## src/hdl/lpht_ram.sv

```systemverilog
// Generic simple dual-port RAM: one write port and one registered read port.
// Used for the key store and the occupancy bitmap; no dependencies.
`default_nettype none

module lpht_ram #(
  parameter int WIDTH = 64,
  parameter int DEPTH = 16
) (
  input  wire logic                                 clk,
  input  wire logic                                 we,
  input  wire logic [(DEPTH > 1 ? $clog2(DEPTH) : 1)-1:0] waddr,
  input  wire logic [WIDTH-1:0]                     wdata,
  input  wire logic [(DEPTH > 1 ? $clog2(DEPTH) : 1)-1:0] raddr,
  output logic      [WIDTH-1:0]                     rdata
);

  logic [WIDTH-1:0] mem [DEPTH];

  always_ff @(posedge clk) begin
    if (we) begin
      mem[waddr] <= wdata;
    end
    rdata <= mem[raddr];
  end

endmodule

`default_nettype wire
```

## config.mk

```make
export PLATFORM = sky130hd
export DESIGN_NAME = lpht_ram
export DESIGN_NICKNAME = d
export VERILOG_FILES = /design/src/hdl/lpht_ram.sv
export SDC_FILE = /design/constraint.sdc
export NUM_CORES = 1
export LEC_CHECK = 0
export BUFFER_PORTS_ARGS = -buffer_cell sky130_fd_sc_hd__buf_4
export CORE_MARGIN = 2
export CORE_UTILIZATION = 44
export DETAILED_ROUTE_END_ITERATION = 12
export GPL_TIMING_DRIVEN = 0
export SLEW_MARGIN = 0
export SYNTH_ARGS = -nofsm -noshare
export SYNTH_HDL_FRONTEND = slang
export SYNTH_SLANG_ARGS = --single-unit
```

## constraint.sdc

```tcl
create_clock -name clk -period 7 [get_ports clk]
set_input_delay 0.7 -clock clk [delete_from_list [all_inputs] [get_ports clk]]
set_output_delay 0.7 -clock clk [all_outputs]
set_load 0.05 [all_outputs]
```

# Word-level counts from Yosys, hierarchy flattened
# Memories as Yosys holds them, arrays and structs flattened. A register that Yosys moved wholly into a read port is not among the register bits.
# Cells that the tools add are included.
classes:
  mux: 2
op_table:
  columns: ["op", "n"]
  rows:
  - ["1-bit two-way mux", 2]
totals:
  ff_bits: 0
  mem_bits_rw: 1024
  out_inout_bits: 64
  n_memories: 1
  in_bits: 74
mem_list:
  columns: ["memory", "depth", "width", "rd", "rd_clocked_by_memory_dff", "write_ports", "line_no", "source"]
  rows:
  - ["mem", 16, 64, 1, 1, 1, "17", "logic [WIDTH-1:0] mem [DEPTH];"]

# Logic depth before layout (Yosys ltp)
# Gate-level depths: netlist of run 1.
logic_depth:
  ltp_word: 2
  depth_mapped: 6

# Worst setup path before layout of run 1
# OpenSTA, ideal clock, no wires.
synth_path:
  path_kind: "input to register"
  startpoint: "input waddr[2] (netlist bit)"
  endpoint: "memory mem[0][0], enable pin"
  setup_slack_ns: 0.871
  t_arrival_ns: 5.563
  n_path_buf: 0
  setup_time_ns: 0.565
  path_stages: 2
  path_cell_list: "or3b_2 nor3_1"
synth_rtl:
  columns: ["element", "line_no", "source"]
  rows:
  - ["start: declaration", "11", "input wire logic [(DEPTH > 1 ? $clog2(DEPTH) : 1)-1:0] waddr,"]
  - ["end: declaration", "17", null]
# No word-level cell before the write port.

# Final worst setup path of run 1
layout_path:
  startpoint: "input waddr[2] (netlist bit)"
  endpoint: "memory mem[8][61], enable pin"
# No word-level cell before the write port.

==> results of run 1 <==
==> path summary, 6_finish.rpt <==
kind	cells past startpoint	to	slack (ns)
max reg2reg	3	rdata[31]	5.58
min reg2reg	3	rdata[63]	0.67
min	1	mem[11][19]	0.32
max	6	mem[8][61]	4.62
==> where the power goes <==
group	leakage (nW)	switching, mW	internal [mW]
clock network	1.74	2.41	3.34
registers	9.79	0.0417	7.28
logic	3.57	0.542	0.315
total	15.1	2.99	10.9
==> state kept, by name, indices dropped and copies added, names as in the netlist <==
register	flops
rdata	64
mem	1024
==> critical path: stages <==
cell and delay [ns]:
buf_4 0.12, nand3b_1 0.37, nor3_2 0.88, buf_6 0.28
buf_6 0.18, buf_6 0.19
==> layout by cell type, fill, tap and decap left out, types with 4 or more instances in the layout <==
cell type     n
nand2_1      65
edfxtp_1   1024
bufinv_16    11
inv_6         5
mux4_2      256
clkbuf_16   110
nor2_4       12
buf_6        44
buf_1        16
buf_2        13
nor3_2        4
clkbuf_1     56
a22oi_1     128
diode_2       4
clkbuf_8      5
buf_4       143
clkinv_2     22
buf_12       32
dfxtp_1      64
clkinv_1     23
==> metal layers <==
layer,global-route usage,up-vias
li1,-,7711
met1,0.279,9916
met2,0.313,667
met3,0.0382,131
met4,0.0487,10
met5,0,-
==> stage by stage <==
stage | util | setup slack, ns | hold WS (ns) | TNS (ns) | cell area, um^2
finish | 0.522 | 4.62 | 0.324 | 0 | 46800
global route | 0.522 | 4.54 | 0.320 | 0 | 46800
CTS | 0.522 | 4.57 | 0.290 | 0 | 46800
detailed placement | 0.483 | 3.86 | 0.662 | 0 | 43300
global placement | 0.470 | -4.76 | 0.654 | -1663.55 | 42100
floorplan | - | 0.871 | 0.635 | 0 | 39600
==> area by class of cell <==
| class | instances | area (um^2) |
|---|---|---|
| Antenna cell | 4 | 10.0 |
| Buffer | 84 | 452 |
| Clock buffer | 135 | 2900 |
| Clock inverter | 68 | 636 |
| Fill cell | 6830 | 42800 |
| Multi-Input combinational cell | 475 | 7210 |
| Sequential cell | 1088 | 32000 |
| Tap cell | 1176 | 1470 |
| Timing Repair Buffer | 204 | 2100 |
==> kinds of logic after synthesis <==
logic type      after synthesis  synth area share
simple gates                 91           0.00942
flops                      1088             0.809
mux                         256             0.146
buf+inv                      84            0.0114
compound gates              128            0.0243
==> flow_summary.toml, run 1 <==
[run_status]
status = "finished clean"

[logic_synthesis]
synth_edf_count = 1024
seq_area_frac_synth = 0.809
synth.ff_latch_count = 1088
yosys-top-cells-count = "1024 x edfxtp_1, 256 x mux4_2, 128 x a22oi_1, 65 x nand2_1, 64 x dfxtp_1"
syn-num-nets = 1721
synth-main-ff-cell = "edfxtp_1"
ys_async_sr_fraction = 0
yosys_warnings = 0
yosysTopAreaCell = "edfxtp_1"
ys_types = 18
netlist_area_um2 = 39600
syn_inst = 1647
synth_area_leaders = "edfxtp_1 78%, mux4_2 15%, dfxtp_1 3.2%, a22oi_1 2.4%, nand2_1 0.62%"
avgSynthCellArea_um2 = 24.0
synth_top_area_frac = 0.777
post-synth-top-count-cell = "edfxtp_1"

[placement]
gp_congestion = 0.705
dp_hpwl_um = 55500
dp.cells = 3026
numPortBuffers = 135

[cts]
ctsLongestPathBuffers = 3
clock_sinks = 1088
clk_latency_ns = 0.67
root_buffer = "clkbuf_16"
clkTransAtPathRegs_ns = 0.06
cts_buffers = 108
cts_tree = "done"
ctsResizeCount = 0
ctsHoldBuffers = 0
cts_setup_buffers = 0
htree_num_levels = 3

[critical_path]
arrival_ns = 2.74
end_kind = "flip-flop"
cp_max_fo = 10
critPathRequiredTime_ns = 7.35
path_class = "in -> reg"
critPathLaunchType = "input port"
startpoint = "waddr[2]"
regToRegStartpoint = "mem[3][31]"

[timing]
clock_skew_ns = 0.0236
slew_headroom = 0.285
drv_slew = 0
fmax_ghz = 0.420
period_needed_ns = 2.38
finalHoldViolCount = 0
period_share = 0.340
rsz0062_at_grt = "false"
setup_viol = 0
tightest_slew_ns = 1.07

[grt]
grt_first_pass_wirelength_um = 132000
grtUsageTotal = 0.196
grt_pass1_vias = 19500
overflow = 0
antenna_found_initial = 8
grt_max_degree = 25

[route]
wirelength_um = 89600
drt_pass1_iterations = 7
dr.first_iter.drc_count = 1975
via_per_inst = 5.70
vias = 18400
met1_length_um = 38200
wl_per_cell_um = 27.7
top_layer = "met5"
antenna_left = 0
drt_drc_violations_left = 0
wl_met2_um = 43500
dr_wl_met3_um = 6270

[power]
cellPowerDensity_nw_per_um2 = 297
power.total_mw = 13.9
ir_drop_uv = 207
p_leak_nw = 15.1

[final_layout]
final_nets = 2035
instances_no_fill = 3234
drive_above_1_share = 0.326
area_delta_synth_final_pct = 18.3

[floorplan]
core_area_um2 = 89600
ios = 138
start_util = 0.442
dieHeight_um = 304
die_w_um = 304
dieArea_um2 = 92400
std_cell_rows = 110

[run]
maxCapViolCount = 0

[worst_hold_path]
hp-start = "wdata[19]"
hp-class = "in -> reg"
Note: power is estimated with default switching activity, not from simulation.
==> run 2: changes to the inputs <==
==> constraint.sdc (replaced) <==
create_clock -name clk -period 2 [get_ports clk]
set_input_delay 0.2 -clock clk [delete_from_list [all_inputs] [get_ports clk]]
set_output_delay 0.2 -clock clk [all_outputs]
set_load 0.05 [all_outputs]
==> run 2 against run 1 <==
Effect of this change: sequential power grew to 3.5 times the previous value; clock power rose to 3.7 times the previous value; highest routed layer unchanged; critical path depth down 1; largest cell class unchanged; die area unchanged; total power grew to 3.6 times the previous value.
==> flow_summary.toml, run 2 (synthesized netlist as in run 1, its figures left out) <==
[timing]
rsz0062_at_grt = "false"
fin_ws_ns = 0.0358
fin_tns_setup_ns = 0
slew_headroom = 0.118
period_needed_ns = 1.96
period_share = 0.982
setup_viol = 0
finalHoldViolCount = 0
tightest_slew_ns = 1.32
drv_slew = 0
fmax_ghz = 0.509
clock_skew_ns = 0.0209
hold_ws_ns = 0.0782

[power]
p_leak_nw = 15.6
power.total_mw = 50.1
ir_drop_uv = 741
cellPowerDensity_nw_per_um2 = 1040

[critical_path]
regToRegStartpoint = "mem[10][15]"
crit_buf_inv = 2
end_kind = "flip-flop"
crit_slowest_cell = "nor2_1"
critPathRequiredTime_ns = 2.58
startpoint = "raddr[2]"
path_class = "in -> reg"
cp_top_family = "simple AND/OR/NAND/NOR gates"
critPathLaunchType = "input port"
slowest_delay_ns = 1.00
crit_chain = "buf_4 > nor2_1 > clkbuf_1 > a22oi_1 > nand2_1"
cp_max_fo = 10
arrival_ns = 2.54

[grt]
grt_pass1_vias = 19900
grt_first_pass_wirelength_um = 132000
grt_use_met2 = 0.311
top_usage_layer = "met2"
grtUsageMet1 = 0.280
met3_usage = 0.0347
overflow = 0
antenna_found_initial = 6
grt_max_degree = 25
grtUsageTotal = 0.195

[cts]
htree_num_levels = 3
ctsResizeCount = 0
clk_latency_ns = 0.67
cts_tree = "done"
root_buffer = "clkbuf_16"
cts_buffers = 110
ctsLongestPathBuffers = 3
ctsHoldBuffers = 69
cts_setup_buffers = 0
clkTransAtPathRegs_ns = 0.06
clock_sinks = 1088

[floorplan]
core_area_um2 = 89600
dieArea_um2 = 92400
start_util = 0.442
dieHeight_um = 304
std_cell_rows = 110
die_w_um = 304
ios = 138

[route]
antenna_left = 0
wl_per_cell_um = 27.1
via_per_inst = 5.67
vias = 18700
dr.first_iter.drc_count = 1747
drt_pass1_iterations = 6
drt_drc_violations_left = 0
wirelength_um = 89300

[worst_hold_path]
hp-class = "in -> reg"
hp-start = "waddr[2]"

[final_layout]
area_delta_synth_final_pct = 21.2
largest_reg_flops = 1024
largest-register = "mem"
reg_top3 = "mem: 1024 flops, rdata: 64 flops"
final_common_cell = "edfxtp_1"
final_nets = 2094
drive_above_1_share = 0.315
instances_no_fill = 3291
final_cell_mix = "1024 x edfxtp_1, 256 x mux4_2, 141 x buf_4"

[run]
maxCapViolCount = 0

[placement]
numPortBuffers = 135
dp_hpwl_um = 55300
post-place-ws_ns = -0.563
dp.cells = 3015
gp_congestion = 0.689

[run_status]
status = "finished clean"
-- run 2: changes by cell type in the layout (fill, tap and decap cells not counted), sizes merged --
| cell | delta |
|---|---|
| inv | -4 |
| diode | -3 |
| bufinv | +7 |
| clkinv | -10 |
| dlygate4sd3 | +69 |
| clkbuf | +13 |
| clkinvlp | -3 |
| buf | -12 |
-- run 2: final timing paths --
check / slack (ns) / endpoint / cells after the start
max: 0.04 / rdata[21] / 5
min: 0.08 / mem[14][14] / 3
max reg2reg: 0.58 / rdata[15] / 3
min reg2reg: 0.68 / rdata[41] / 3
-- run 2: metal layers --
metal / part of all wire / up-vias / wire length (um)
li1: - / 7824 / -
met1: 0.43 / 10000 / 38700
met2: 0.48 / 663 / 43100
met3: 0.062 / 144 / 5580
met4: 0.021 / 10 / 1860
met5: 0.00060 / - / 54
-- run 2: through the flow --
| stage | utilization | instance area, um^2 |
|---|---|---|
| after floorplan | - | 39700 |
| after global placement | 0.471 | 42200 |
| final | 0.535 | 48000 |
| after detailed placement | 0.485 | 43500 |
| after CTS | 0.535 | 48000 |
| after global routing | 0.535 | 48000 |
-- run 2: tightest hold or removal path, stage by stage --
cell	delay, ns
buf_4	0.13
nand3_4	0.12
nor2_4	0.10
-- run 2: layout make-up --
type                            instances  area, um^2
Buffer                                 84         452
Tap cell                             1176        1470
Clock buffer                          148        3030
Fill cell                            6805       41600
Clock inverter                         58         761
Antenna cell                            1        2.50
Sequential cell                      1088       32000
Multi-Input combinational cell        475        7250
Timing Repair Buffer                  261        2970
-- run 2: report_power, final --
| group | leakage [nW] | internal, mW | switching, mW | total [mW] |
|---|---|---|---|---|
| registers | 9.79 | 25.5 | 0.145 | 25.6 |
| clock network | 1.87 | 12.9 | 8.40 | 21.3 |
| logic | 3.90 | 1.20 | 1.94 | 3.14 |
==> run 3: changes to the inputs <==
--- a/config.mk
+++ b/config.mk
@@ -6,7 +6,6 @@
 export NUM_CORES = 1
 export LEC_CHECK = 0
 export BUFFER_PORTS_ARGS = -buffer_cell sky130_fd_sc_hd__buf_4
-export CORE_MARGIN = 2
 export CORE_UTILIZATION = 44
 export DETAILED_ROUTE_END_ITERATION = 12
 export GPL_TIMING_DRIVEN = 0
==> run 3 against run 2 <==
Effect of this change: the run now ends with design-rule violations left; setup slack better by 0.0055 ns; non-clock buffer count is 1 lower; sequential power hardly changed; critical path type unchanged; largest power group unchanged; highest routed layer unchanged.
==> flow_summary.toml, run 3 (synthesized netlist as in run 1, its figures left out) <==
[run_status]
status = "complete, but fails checks"
violations = "design-rule violations"

[placement]
dp_hpwl_um = 55200
dp.cells = 3003
numPortBuffers = 135
placed_cell_area_um2 = 43500
gp_congestion = 0.701

[floorplan]
ios = 138
std_cell_rows = 109
dieArea_um2 = 91200
die_w_um = 302
core_area_um2 = 88800
start_util = 0.446
dieHeight_um = 302

[grt]
grt_pass1_vias = 19600
grt_max_degree = 25
antenna_found_initial = 8
overflow = 0
grtUsageTotal = 0.200
grt_first_pass_wirelength_um = 131000

[cts]
clkTransAtPathRegs_ns = 0.06
htree_num_levels = 3
ctsHoldBuffers = 69
cts_setup_buffers = 0
cts_buffers = 107
ctsLongestPathBuffers = 3
root_buffer = "clkbuf_16"
clock_sinks = 1088
cts_tree = "done"
ctsResizeCount = 0
clk_latency_ns = 0.68

[power]
ir_drop_uv = 715
cellPowerDensity_nw_per_um2 = 1010
p_leak_nw = 15.4
power.total_mw = 48.3

[final_layout]
reg_top3 = "mem: 1024 flops, rdata: 64 flops"
design_area_um2 = 47600
final_common_cell = "edfxtp_1"
final_nets = 2090
area_delta_synth_final_pct = 20.3
final_cell_mix = "1024 x edfxtp_1, 256 x mux4_2, 141 x buf_4"
largest_reg_flops = 1024
drive_above_1_share = 0.314
largest-register = "mem"
n_antenna_cell = 0
instances_no_fill = 3270

[critical_path]
end_kind = "flip-flop"
critPathLaunchType = "input port"
slowest_delay_ns = 0.69
crit_chain = "buf_4 > dlygate4sd3_1 > nor3_4 > buf_16 > buf_16 > buf_8"
cp_max_fo = 13
critPathRequiredTime_ns = 2.35
arrival_ns = 2.31
startpoint = "waddr[1]"
crit_slowest_cell = "nor3_4"
path_class = "in -> reg"
regToRegStartpoint = "mem[2][4]"
crit_top_cell = "buf_16"

[timing]
setup_viol = 0
finalHoldViolCount = 0
fmax_ghz = 0.511
period_needed_ns = 1.96
clock_skew_ns = 0.0252
rsz0062_at_grt = "false"
period_share = 0.979
tightest_slew_ns = 1.23
drv_slew = 0
slew_headroom = 0.179

[run]
maxCapViolCount = 0

[route]
antenna_left = 0
vias = 18500
dr.first_iter.drc_count = 1852
drt_pass1_iterations = 11
wirelength_um = 88300
wl_per_cell_um = 27.0
drt_drc_violations_left = 3
via_per_inst = 5.64

[worst_hold_path]
hp-start = "waddr[0]"
hp-class = "in -> reg"
==> run 3: cell types whose count changed in the layout (fill, tap and decap cells not counted), moves of 4 or more <==
cell | previous run | this run
buf_12 | 27 | 22
inv_6 | 1 | 7
clkbuf_1 | 64 | 60
clkbuf_16 | 113 | 107
bufinv_16 | 18 | 8
buf_16 | 22 | 28
==> run 3: power breakdown <==
| part | switching [mW] | total (mW) | internal [mW] |
|---|---|---|---|
| clock | 8.29 | 19.5 | 11.2 |
| sequential | 0.142 | 25.6 | 25.5 |
| combinational | 1.93 | 3.13 | 1.21 |
==> run 3: critical path: cells and delay by family <==
| family | cells | cell delay, ns |
|---|---|---|
| buf+inv | 5 | 1.38 |
| simple gates | 1 | 0.69 |
==> run 3: area by class of cell <==
class	instances	area (um^2)
fillers	6667	41200
flip-flops and latches	1088	32000
multi-input cells	475	7250
repair buffers	260	3010
clock buffers	141	2910
well taps	1165	1460
clock inverters	57	512
plain buffers	84	452
==> run 3: final timing paths <==
path	endpoint	slack (ns)	cells past startpoint
setup / recovery	mem[12][43]	0.04	6
setup reg to reg	rdata[4]	0.55	3
hold reg to reg	rdata[52]	0.67	3
hold / removal	mem[4][15]	0.04	3
==> run 3: layer usage <==
metal,track usage,vias up,part of all wire
met1,0.284,9876,0.43
li1,-,7822,-
met3,0.0317,141,0.057
met5,0,-,0.00097
met2,0.324,605,0.49
met4,0.0546,14,0.020
==> run 3: metrics by stage <==
step	utilization	hold slack [ns]	setup TNS, ns	worst slack [ns]
after global placement	0.475	0.484	-2265.33	-3.03
after floorplan	-	0.299	-373.37	-0.668
after detailed placement	0.490	0.497	-100.54	-0.555
after CTS	0.536	0.00339	0	0.0934
after global routing	0.536	0.0239	0	0.00607
final	0.536	0.0383	0	0.0413
